<file path="src/sv/pinit_pkg.sv">
package pinit_pkg;

    // Configuration port geometry: one 32-bit register per word
    localparam int unsigned CFG_ADDR_W = 3;
    localparam int unsigned APB_DATA_W = 32;
    localparam logic [CFG_ADDR_W-3:0] REG_PANEL_FORMAT = '0;

    // Job queue between front and back
    localparam int unsigned QUEUE_DEPTH = 4;
    localparam int unsigned QPTR_W      = $clog2(QUEUE_DEPTH);
    localparam int unsigned QCNT_W      = $clog2(QUEUE_DEPTH + 1);

    // Frame bytes
    localparam logic [7:0] PFX_SEL_HIGH   = 8'h20;
    localparam logic [7:0] PFX_SEL_LOW    = 8'h00;
    localparam logic [7:0] PFX_WRITE      = 8'h40;
    localparam logic [7:0] PFX_READ       = 8'hC0;
    localparam logic [7:0] READ_FILL      = 8'hFF;
    localparam logic [7:0] SHORT_ADDR_BIT = 8'h40;

    localparam logic CMD_LIST = 1'b0;
    localparam logic CMD_READ = 1'b1;
    localparam logic FMT_LONG  = 1'b0;
    localparam logic FMT_SHORT = 1'b1;

    typedef struct packed {
        logic        command;
        logic [7:0]  list_byte;
        logic [15:0] read_address;
    } cmd_item_t;

    typedef struct packed {
        logic       frame_valid;
        logic [7:0] frame_first;
        logic [7:0] frame_second;
        logic       capture_reply;
        logic       list_end;
        logic       last;
    } res_item_t;

    typedef enum logic [1:0] {
        PH_HIGH,
        PH_LOW,
        PH_COUNT,
        PH_DATA
    } parse_phase_t;

    typedef enum logic [2:0] {
        OP_END,
        OP_SEL,
        OP_WR3,
        OP_RD3,
        OP_WR1,
        OP_RD1
    } job_op_t;

    typedef struct packed {
        job_op_t     op;
        logic [15:0] address;
        logic [7:0]  data;
    } job_t;

    typedef struct packed {
        logic full;
        logic not_empty;
    } q_status_t;

    function automatic logic [7:0] short_address(input logic [7:0] lo);
        return lo + (lo & SHORT_ADDR_BIT);
    endfunction

    function automatic logic [1:0] job_last_index(input job_op_t op);
        logic [1:0] n;
        case (op)
            OP_SEL:          n = 2'd1;
            OP_WR3, OP_RD3:  n = 2'd2;
            default:         n = 2'd0;
        endcase
        return n;
    endfunction

    function automatic res_item_t build_frame(input job_t job, input logic [1:0] idx);
        res_item_t  r;
        logic [7:0] sa;
        sa            = short_address(job.address[7:0]);
        r             = '0;
        r.frame_valid = 1'b1;
        r.last        = (idx == job_last_index(job.op));
        case (job.op)
            OP_END:
            begin
                r.frame_valid = 1'b0;
                r.list_end    = 1'b1;
            end
            OP_WR1:
            begin
                r.frame_first  = sa;
                r.frame_second = job.data;
            end
            OP_RD1:
            begin
                r.frame_first   = sa | SHORT_ADDR_BIT;
                r.frame_second  = READ_FILL;
                r.capture_reply = 1'b1;
            end
            OP_SEL, OP_WR3, OP_RD3:
            begin
                case (idx)
                    2'd0:
                    begin
                        r.frame_first  = PFX_SEL_HIGH;
                        r.frame_second = job.address[15:8];
                    end
                    2'd1:
                    begin
                        r.frame_first  = PFX_SEL_LOW;
                        r.frame_second = job.address[7:0];
                    end
                    default:
                    begin
                        if (job.op == OP_RD3)
                        begin
                            r.frame_first   = PFX_READ;
                            r.frame_second  = READ_FILL;
                            r.capture_reply = 1'b1;
                        end
                        else
                        begin
                            r.frame_first  = PFX_WRITE;
                            r.frame_second = job.data;
                        end
                    end
                endcase
            end
            default:
            begin
                r = '0;
            end
        endcase
        return r;
    endfunction

endpackage

</file>
<file path="src/sv/pinit_queue.sv">
module pinit_queue (
    input  logic              clk,
    input  logic              rst_n,
    input  logic              push,
    input  pinit_pkg::job_t   push_job,
    input  logic              pop,
    output pinit_pkg::job_t   pop_job,
    output pinit_pkg::q_status_t status
);
    import pinit_pkg::*;

    job_t              mem_reg [QUEUE_DEPTH];
    logic [QPTR_W-1:0] wr_ptr_reg, wr_ptr_next;
    logic [QPTR_W-1:0] rd_ptr_reg, rd_ptr_next;
    logic [QCNT_W-1:0] count_reg, count_next;

    assign status.full      = (count_reg == QCNT_W'(QUEUE_DEPTH));
    assign status.not_empty = (count_reg != '0);
    assign pop_job          = mem_reg[rd_ptr_reg];

    always_comb
    begin
        wr_ptr_next = push ? wr_ptr_reg + 1'b1 : wr_ptr_reg;
        rd_ptr_next = pop ? rd_ptr_reg + 1'b1 : rd_ptr_reg;
        count_next  = count_reg;
        if (push && !pop)
        begin
            count_next = count_reg + 1'b1;
        end
        else if (pop && !push)
        begin
            count_next = count_reg - 1'b1;
        end
    end

    always_ff @(posedge clk or negedge rst_n)
    begin
        if (!rst_n)
        begin
            wr_ptr_reg <= '0;
            rd_ptr_reg <= '0;
            count_reg  <= '0;
        end
        else
        begin
            wr_ptr_reg <= wr_ptr_next;
            rd_ptr_reg <= rd_ptr_next;
            count_reg  <= count_next;
        end
    end

    always_ff @(posedge clk)
    begin
        if (push)
        begin
            mem_reg[wr_ptr_reg] <= push_job;
        end
    end

endmodule

</file>
<file path="src/sv/pinit_front.sv">
module pinit_front (
    input  logic                 clk,
    input  logic                 rst_n,
    input  logic                 panel_format,
    input  logic                 cmd_valid,
    output logic                 cmd_ready,
    input  pinit_pkg::cmd_item_t cmd,
    input  pinit_pkg::q_status_t q_status,
    output logic                 push,
    output pinit_pkg::job_t      push_job
);
    import pinit_pkg::*;

    parse_phase_t phase_reg, phase_next;
    logic [7:0]   addr_hi_reg, addr_hi_next;
    logic [15:0]  cur_addr_reg, cur_addr_next;
    logic [7:0]   remaining_reg, remaining_next;
    logic         accept;
    logic         list_step;

    assign cmd_ready = !q_status.full;
    assign accept    = cmd_valid && cmd_ready;
    assign list_step = accept && (cmd.command == CMD_LIST);

    // Next parse phase
    always_comb
    begin
        phase_next = phase_reg;
        if (list_step)
        begin
            case (phase_reg)
                PH_HIGH:  phase_next = PH_LOW;
                PH_LOW:   phase_next = PH_COUNT;
                PH_COUNT: phase_next = (cmd.list_byte == '0) ? PH_HIGH : PH_DATA;
                PH_DATA:  phase_next = (remaining_reg == 8'd1) ? PH_HIGH : PH_DATA;
                default:  phase_next = PH_HIGH;
            endcase
        end
    end

    // Header fields and address counter
    always_comb
    begin
        addr_hi_next   = addr_hi_reg;
        cur_addr_next  = cur_addr_reg;
        remaining_next = remaining_reg;
        if (list_step)
        begin
            case (phase_reg)
                PH_HIGH:  addr_hi_next = cmd.list_byte;
                PH_LOW:   cur_addr_next = {addr_hi_reg, cmd.list_byte};
                PH_COUNT:
                begin
                    if (cmd.list_byte != '0)
                    begin
                        remaining_next = cmd.list_byte;
                    end
                end
                PH_DATA:
                begin
                    cur_addr_next  = cur_addr_reg + 1'b1;
                    remaining_next = remaining_reg - 1'b1;
                end
                default:  addr_hi_next = addr_hi_reg;
            endcase
        end
    end

    // Classify the transfer into a job for the back end
    always_comb
    begin
        push             = 1'b0;
        push_job.op      = OP_END;
        push_job.address = cur_addr_reg;
        push_job.data    = cmd.list_byte;
        if (accept && (cmd.command == CMD_READ))
        begin
            push             = 1'b1;
            push_job.op      = (panel_format == FMT_SHORT) ? OP_RD1 : OP_RD3;
            push_job.address = cmd.read_address;
        end
        else if (list_step)
        begin
            case (phase_reg)
                PH_COUNT:
                begin
                    if (cmd.list_byte == '0)
                    begin
                        if (cur_addr_reg == '0)
                        begin
                            push        = 1'b1;
                            push_job.op = OP_END;
                        end
                        else if (panel_format == FMT_LONG)
                        begin
                            push        = 1'b1;
                            push_job.op = OP_SEL;
                        end
                    end
                end
                PH_DATA:
                begin
                    push        = 1'b1;
                    push_job.op = (panel_format == FMT_SHORT) ? OP_WR1 : OP_WR3;
                end
                default:
                begin
                    push = 1'b0;
                end
            endcase
        end
    end

    always_ff @(posedge clk or negedge rst_n)
    begin
        if (!rst_n)
        begin
            phase_reg     <= PH_HIGH;
            addr_hi_reg   <= '0;
            cur_addr_reg  <= '0;
            remaining_reg <= '0;
        end
        else
        begin
            phase_reg     <= phase_next;
            addr_hi_reg   <= addr_hi_next;
            cur_addr_reg  <= cur_addr_next;
            remaining_reg <= remaining_next;
        end
    end

endmodule

</file>
<file path="src/sv/pinit_back.sv">
module pinit_back (
    input  logic                 clk,
    input  logic                 rst_n,
    input  pinit_pkg::q_status_t q_status,
    input  pinit_pkg::job_t      pop_job,
    output logic                 pop,
    output logic                 res_valid,
    input  logic                 res_ready,
    output pinit_pkg::res_item_t res
);
    import pinit_pkg::*;

    job_t       job_reg, job_next;
    logic       job_valid_reg, job_valid_next;
    logic [1:0] idx_reg, idx_next;
    res_item_t  out_reg, out_next;
    logic       out_valid_reg, out_valid_next;
    logic       out_load;
    logic       emit;
    logic       job_done;

    assign out_load = !out_valid_reg || res_ready;
    assign emit     = job_valid_reg && out_load;
    assign job_done = emit && (idx_reg == job_last_index(job_reg.op));
    // Fetch the next job in the cycle that the current one sends its last frame
    assign pop      = q_status.not_empty && (!job_valid_reg || job_done);

    always_comb
    begin
        job_next       = pop ? pop_job : job_reg;
        job_valid_next = pop ? 1'b1 : (job_done ? 1'b0 : job_valid_reg);
        idx_next       = pop ? 2'd0 : (emit ? idx_reg + 1'b1 : idx_reg);
        out_next       = emit ? build_frame(job_reg, idx_reg) : out_reg;
        out_valid_next = emit ? 1'b1 : (res_ready ? 1'b0 : out_valid_reg);
    end

    always_ff @(posedge clk or negedge rst_n)
    begin
        if (!rst_n)
        begin
            job_valid_reg <= 1'b0;
            idx_reg       <= '0;
            out_valid_reg <= 1'b0;
        end
        else
        begin
            job_valid_reg <= job_valid_next;
            idx_reg       <= idx_next;
            out_valid_reg <= out_valid_next;
        end
    end

    always_ff @(posedge clk)
    begin
        job_reg <= job_next;
        out_reg <= out_next;
    end

    assign res_valid = out_valid_reg;
    assign res       = out_reg;

endmodule

</file>
<file path="src/sv/panel_init_list_to_spi_frames_top.sv">
// The first frame of an item passes the job queue, the job register and the output
//   register before it is offered; frames leave one per cycle while res_ready is high.
//   A job yields one, two or three outputs; items that make no job stay in the parser.
// A four-entry job queue lets the parser keep taking items while frames drain.
// Reset (rst_n, asynchronous, active low) empties the queue and output stage,
//   returns the parser to the address high byte and selects panel format 0.
module panel_init_list_to_spi_frames_top (
    input  logic                                   clk,
    input  logic                                   rst_n,
    // configuration port
    input  logic                                   psel,
    input  logic                                   penable,
    input  logic                                   pwrite,
    input  logic [pinit_pkg::CFG_ADDR_W-1:0]       paddr,
    input  logic [pinit_pkg::APB_DATA_W-1:0]       pwdata,
    output logic [pinit_pkg::APB_DATA_W-1:0]       prdata,
    output logic                                   pready,
    // command channel
    input  logic                                   cmd_valid,
    output logic                                   cmd_ready,
    input  pinit_pkg::cmd_item_t                   cmd,
    // frame channel
    output logic                                   res_valid,
    input  logic                                   res_ready,
    output pinit_pkg::res_item_t                   res
);
    import pinit_pkg::*;

    logic      format_reg, format_next;
    logic      cfg_write;
    logic      cfg_hit;
    logic      push;
    job_t      push_job;
    logic      pop;
    job_t      pop_job;
    q_status_t q_status;

    // Register file: a single format bit; writes complete in the access phase
    assign pready    = 1'b1;
    assign cfg_hit   = (paddr[CFG_ADDR_W-1:2] == REG_PANEL_FORMAT);
    assign cfg_write = psel && penable && pwrite && pready;

    always_comb
    begin
        format_next = format_reg;
        if (cfg_write && cfg_hit)
        begin
            format_next = pwdata[0];
        end
    end

    always_comb
    begin
        prdata = '0;
        if (cfg_hit)
        begin
            prdata = {{(APB_DATA_W-1){1'b0}}, format_reg};
        end
    end

    always_ff @(posedge clk or negedge rst_n)
    begin
        if (!rst_n)
        begin
            format_reg <= FMT_LONG;
        end
        else
        begin
            format_reg <= format_next;
        end
    end

    // Front end: parse list bytes, turn each transfer into at most one job
    pinit_front u_front (
        .clk          (clk),
        .rst_n        (rst_n),
        .panel_format (format_reg),
        .cmd_valid    (cmd_valid),
        .cmd_ready    (cmd_ready),
        .cmd          (cmd),
        .q_status     (q_status),
        .push         (push),
        .push_job     (push_job)
    );

    // Decouple parsing from frame generation
    pinit_queue u_queue (
        .clk      (clk),
        .rst_n    (rst_n),
        .push     (push),
        .push_job (push_job),
        .pop      (pop),
        .pop_job  (pop_job),
        .status   (q_status)
    );

    // Back end: expand each job into its frames, one per cycle while res_ready allows
    pinit_back u_back (
        .clk       (clk),
        .rst_n     (rst_n),
        .q_status  (q_status),
        .pop_job   (pop_job),
        .pop       (pop),
        .res_valid (res_valid),
        .res_ready (res_ready),
        .res       (res)
    );

    // End marker carries no frame and closes its item
    a_end_marker: assert property (@(posedge clk) disable iff (!rst_n)
        res_valid && res.list_end |-> res.last && !res.frame_valid)
        else $error("end marker with frame or without last");

    // Reply capture only ever on the final frame, with the fill byte
    a_capture_last: assert property (@(posedge clk) disable iff (!rst_n)
        res_valid && res.capture_reply |-> res.last && (res.frame_second == READ_FILL))
        else $error("capture on wrong frame");

    // Frames of one job follow each other with no bubble
    a_no_bubble: assert property (@(posedge clk) disable iff (!rst_n)
        res_valid && res_ready && !res.last |=> res_valid)
        else $error("gap inside a multi-frame job");

endmodule
</file>
<file path="config.mk">
export PLATFORM = sky130hd
export DESIGN_NAME = panel_init_list_to_spi_frames_top
export DESIGN_NICKNAME = d
export VERILOG_FILES = /design/src/sv/pinit_pkg.sv /design/src/sv/pinit_queue.sv /design/src/sv/pinit_front.sv /design/src/sv/pinit_back.sv /design/src/sv/panel_init_list_to_spi_frames_top.sv
export SDC_FILE = /design/constraint.sdc
export NUM_CORES = 1
export LEC_CHECK = 0
export ABC_AREA = 1
export BUFFER_PORTS_ARGS = -buffer_cell sky130_fd_sc_hd__buf_2
export CORE_UTILIZATION = 62
export CTS_CLUSTER_SIZE = 20
export DETAILED_ROUTE_END_ITERATION = 16
export PLACE_DENSITY = 0.95
export SKIP_CTS_REPAIR_TIMING = 1
export SYNTH_ARGS = -nofsm -noshare
export SYNTH_HDL_FRONTEND = slang
export SYNTH_SLANG_ARGS = --single-unit
</file>
<file path="constraint.sdc">
create_clock -name clk -period 7.86 [get_ports clk]
set_input_delay 0.786 -clock clk [delete_from_list [all_inputs] [get_ports clk]]
set_output_delay 0.786 -clock clk [all_outputs]
set_load 0.005 [all_outputs]
</file>
==> results.sh <==
export IMPL_status="finished, final reports clean"
export IMPL_syn_area_per_cell_um2=10.82
export IMPL_synth_cells=836
export IMPL_n_fill_cell=941
export IMPL_hold_violations=0
export IMPL_critical_path_class="flop to flop"
export IMPL_drive_above_1_share=0.1330
export IMPL_post_dp_cell_area_mm2=0.009344
export IMPL_insertion_delay_ps=490
export IMPL_fp_row_count=43
export IMPL_synth_seq_area_share=0.6419
export IMPL_start_util=0.6440
export IMPL_fmax_ghz=0.3772
export IMPL_insertedDiodeCount=0
export IMPL_synth_cell_types=42
export IMPL_dieArea_mm2=0.01507
export IMPL_remaining_drc_errors=0
export IMPL_worst_pin_slew_ps=1060
export IMPL_place_congestion=0.9417
export IMPL_worstPathArrival_ps=3030
export IMPL_core_area_mm2=0.01404
export IMPL_synth_seq_cells=201
export IMPL_first_pass_iters=6
export IMPL_setup_viol=0
export IMPL_dr_total_vias=6289
export IMPL_clkSlewWorstSetupHoldPaths_ps=60
export IMPL_fin_skew_ps=10.71
export IMPL_cts_num_sinks=201
export IMPL_io_pins=122
export IMPL_wl_per_cell_um=16.78
export IMPL_start_kind="flop"
export IMPL_cts_buffers=20
export IMPL_die_w_um=122.8
export IMPL_syn_area_mm2=0.009044
export IMPL_setup_tns_ps=0
export IMPL_antenna_found_initial=0
export IMPL_drv_cap=0
export IMPL_final_nets=967
export IMPL_async_reset_ff_frac=0.2289
export IMPL_grt_start_max_net_pins=58
export IMPL_final_area_mm2=0.009935
export IMPL_critPathMaxFanout=11
export IMPL_ant_nets=0
export IMPL_fp_dieH_um=122.8
export IMPL_crit_path_end_kind="flop"
export IMPL_vias_per_cell=5.812
export IMPL_finalNonFillerCells=1082
export IMPL_port_buffers=56
export IMPL_maxSlewViolCount=0
export IMPL_synth_flop_cell="edfxtp_1"
export IMPL_p_leak_nw=3.993
export IMPL_dpl_hpwl_mm=11.76
export IMPL_grt_pass1_wl_mm=28.30
export IMPL_maxSlewHeadroom=0.2935
export IMPL_root_buffer="clkbuf_16"
export IMPL_area_growth_pct=9.851
export IMPL_grtUsageTotal=0.2492
export IMPL_powerDensity_mw_per_mm2=401.8
export IMPL_utilization=0.7075
export IMPL_hold_class="input pin to async pin"
export IMPL_critical_path_required_ps=8240
export IMPL_grt_pass1_vias=5895
export IMPL_largest_register_ff_count=108
export IMPL_timing_final_crit_share=0.3373
export IMPL_ys_warn_count=0
export IMPL_placed_cells=1046
export IMPL_cts_tree="done"
export IMPL_min_period_ps=2651
export IMPL_ir_worst_vdd_mv=0.2470
export IMPL_synth_edf_count=155
export IMPL_h_tree_depth=1
export IMPL_cts_buffer_depth=3
export IMPL_drt_wl_total_mm=18.15
export IMPL_overflow=0
export IMPL_rsz0062_at_grt="false"
export IMPL_drtIter0Drc=481
[cells by family after synthesis]
group,Yosys count,share of synthesized area
xor+xnor,13,0.01259
simple gates,295,0.1406
compound gates,181,0.1125
mux,3,0.003735
buf+inv,129,0.07042
flops,201,0.6419
other cells,2,0.0008304
fa+ha+maj,12,0.01743
[critical path: stages, from the launching register on]
cell and delay [ps]:
edfxtp_1 570, inv_1 170, nand3_1 130, xor2_1 170, nand2_1 100, o21ai_2 200, nand2_1 190, ha_1 230
inv_1 100, fa_1 410, mux2_2 260
[area by class of cell]
type / count / area [µm²] / area share
clock buffers: 27 / 548.0 / 0.05516
clock inverters: 9 / 42.54 / 0.004282
inverters: 65 / 244.0 / 0.02456
multi-input cells: 536 / 2729 / 0.2747
flip-flops and latches: 201 / 5806 / 0.5844
well taps: 180 / 225.2 / 0.02267
repair buffers: 64 / 340.3 / 0.03426
[final timing paths]
check / slack (ps) / cells past startpoint / to / from
worst max-delay path: 5210 / 10 / u_queue.count_reg[1]$_DFFE_PN0P_ / u_back.job_reg[26]$_DFFE_PP_
worst max register to register: 5210 / 10 / u_queue.count_reg[1]$_DFFE_PN0P_ / u_back.job_reg[26]$_DFFE_PP_
worst min register to register: 510 / 2 / u_back.res_valid$_DFFE_PN0P_ / u_back.res_valid$_DFFE_PN0P_
min in group clk: 510 / 2 / u_back.res_valid$_DFFE_PN0P_ / u_back.res_valid$_DFFE_PN0P_
worst min-delay path: 480 / 1 / u_front.remaining_reg[0]$_DFFE_PN0P_ / rst_n
max in group asynchronous: 6710 / 1 / u_back.idx_reg[0]$_DFFE_PN0P_ / rst_n
[cells in the mapped netlist (3+ instances only)]
cell	instances	share of area
a21boi_1	4	0.0033
a21oi_1	29	0.016
a22oi_1	3	0.0025
a31oi_1	4	0.0028
buf_1	3	0.0012
buf_2	11	0.0061
buf_4	33	0.027
clkbuf_1	15	0.0062
dfrtp_1	46	0.13
edfxtp_1	155	0.51
ha_1	11	0.015
inv_1	59	0.024
inv_2	5	0.0021
mux2_2	3	0.0037
nand2_1	119	0.049
nand2_2	3	0.0021
nand2_4	3	0.0037
nand3_1	27	0.015
nand4_1	7	0.0048
nor2_1	122	0.051
nor3_1	5	0.0028
o211ai_1	13	0.011
o21ai_0	79	0.044
o21ai_1	13	0.0072
o22ai_1	30	0.021
xnor2_1	3	0.0029
xor2_1	10	0.0097
[report_power, final]
part	switching (mW)	internal, mW
combinational	0.904	0.420
sequential	0.183	1.62
clock	0.377	0.489
[through the flow]
| step | hold slack (ps) | power [mW] | setup slack, ps |
|---|---|---|---|
| 2_1_floorplan | 453.5 | 2.740 | 4735 |
| 3_3_place_gp | 466.3 | 3.025 | 4980 |
| 3_5_place_dp | 491.8 | 3.111 | 4909 |
| 4_1_cts | 503.2 | 3.987 | 5249 |
| 5_1_grt | 526.0 | 4.234 | 5007 |
| 6_report | 482.5 | 3.992 | 5209 |
[placed cells by master (no fill, tap or decap), types with 6 or more instances in the layout]
| master | instances |
|---|---|
| nor2_1 | 122 |
| edfxtp_1 | 155 |
| inv_1 | 59 |
| xor2_1 | 10 |
| o21ai_1 | 13 |
| nand4_1 | 7 |
| conb_1 | 32 |
| buf_4 | 8 |
| o21ai_0 | 79 |
| o211ai_1 | 13 |
| dfrtp_1 | 46 |
| clkbuf_1 | 6 |
| o22ai_1 | 30 |
| buf_2 | 56 |
| a21oi_1 | 29 |
| clkinv_2 | 7 |
| nand2_1 | 119 |
| nand3_1 | 27 |
| clkbuf_16 | 21 |
| ha_1 | 11 |
[routing by layer]
| layer | share of wire | GRT usage | routed length (µm) | vias up |
|---|---|---|---|---|
| met5 | 0 | 0 | 0 | - |
| met4 | 0.029 | 0.1044 | 524 | 0 |
| met3 | 0.092 | 0.03392 | 1676 | 50 |
| met2 | 0.51 | 0.4424 | 9261 | 363 |
| met1 | 0.37 | 0.3055 | 6691 | 2939 |
| li1 | - | - | - | 2937 |
No activity file was read; power rests on OpenSTA's default activity.
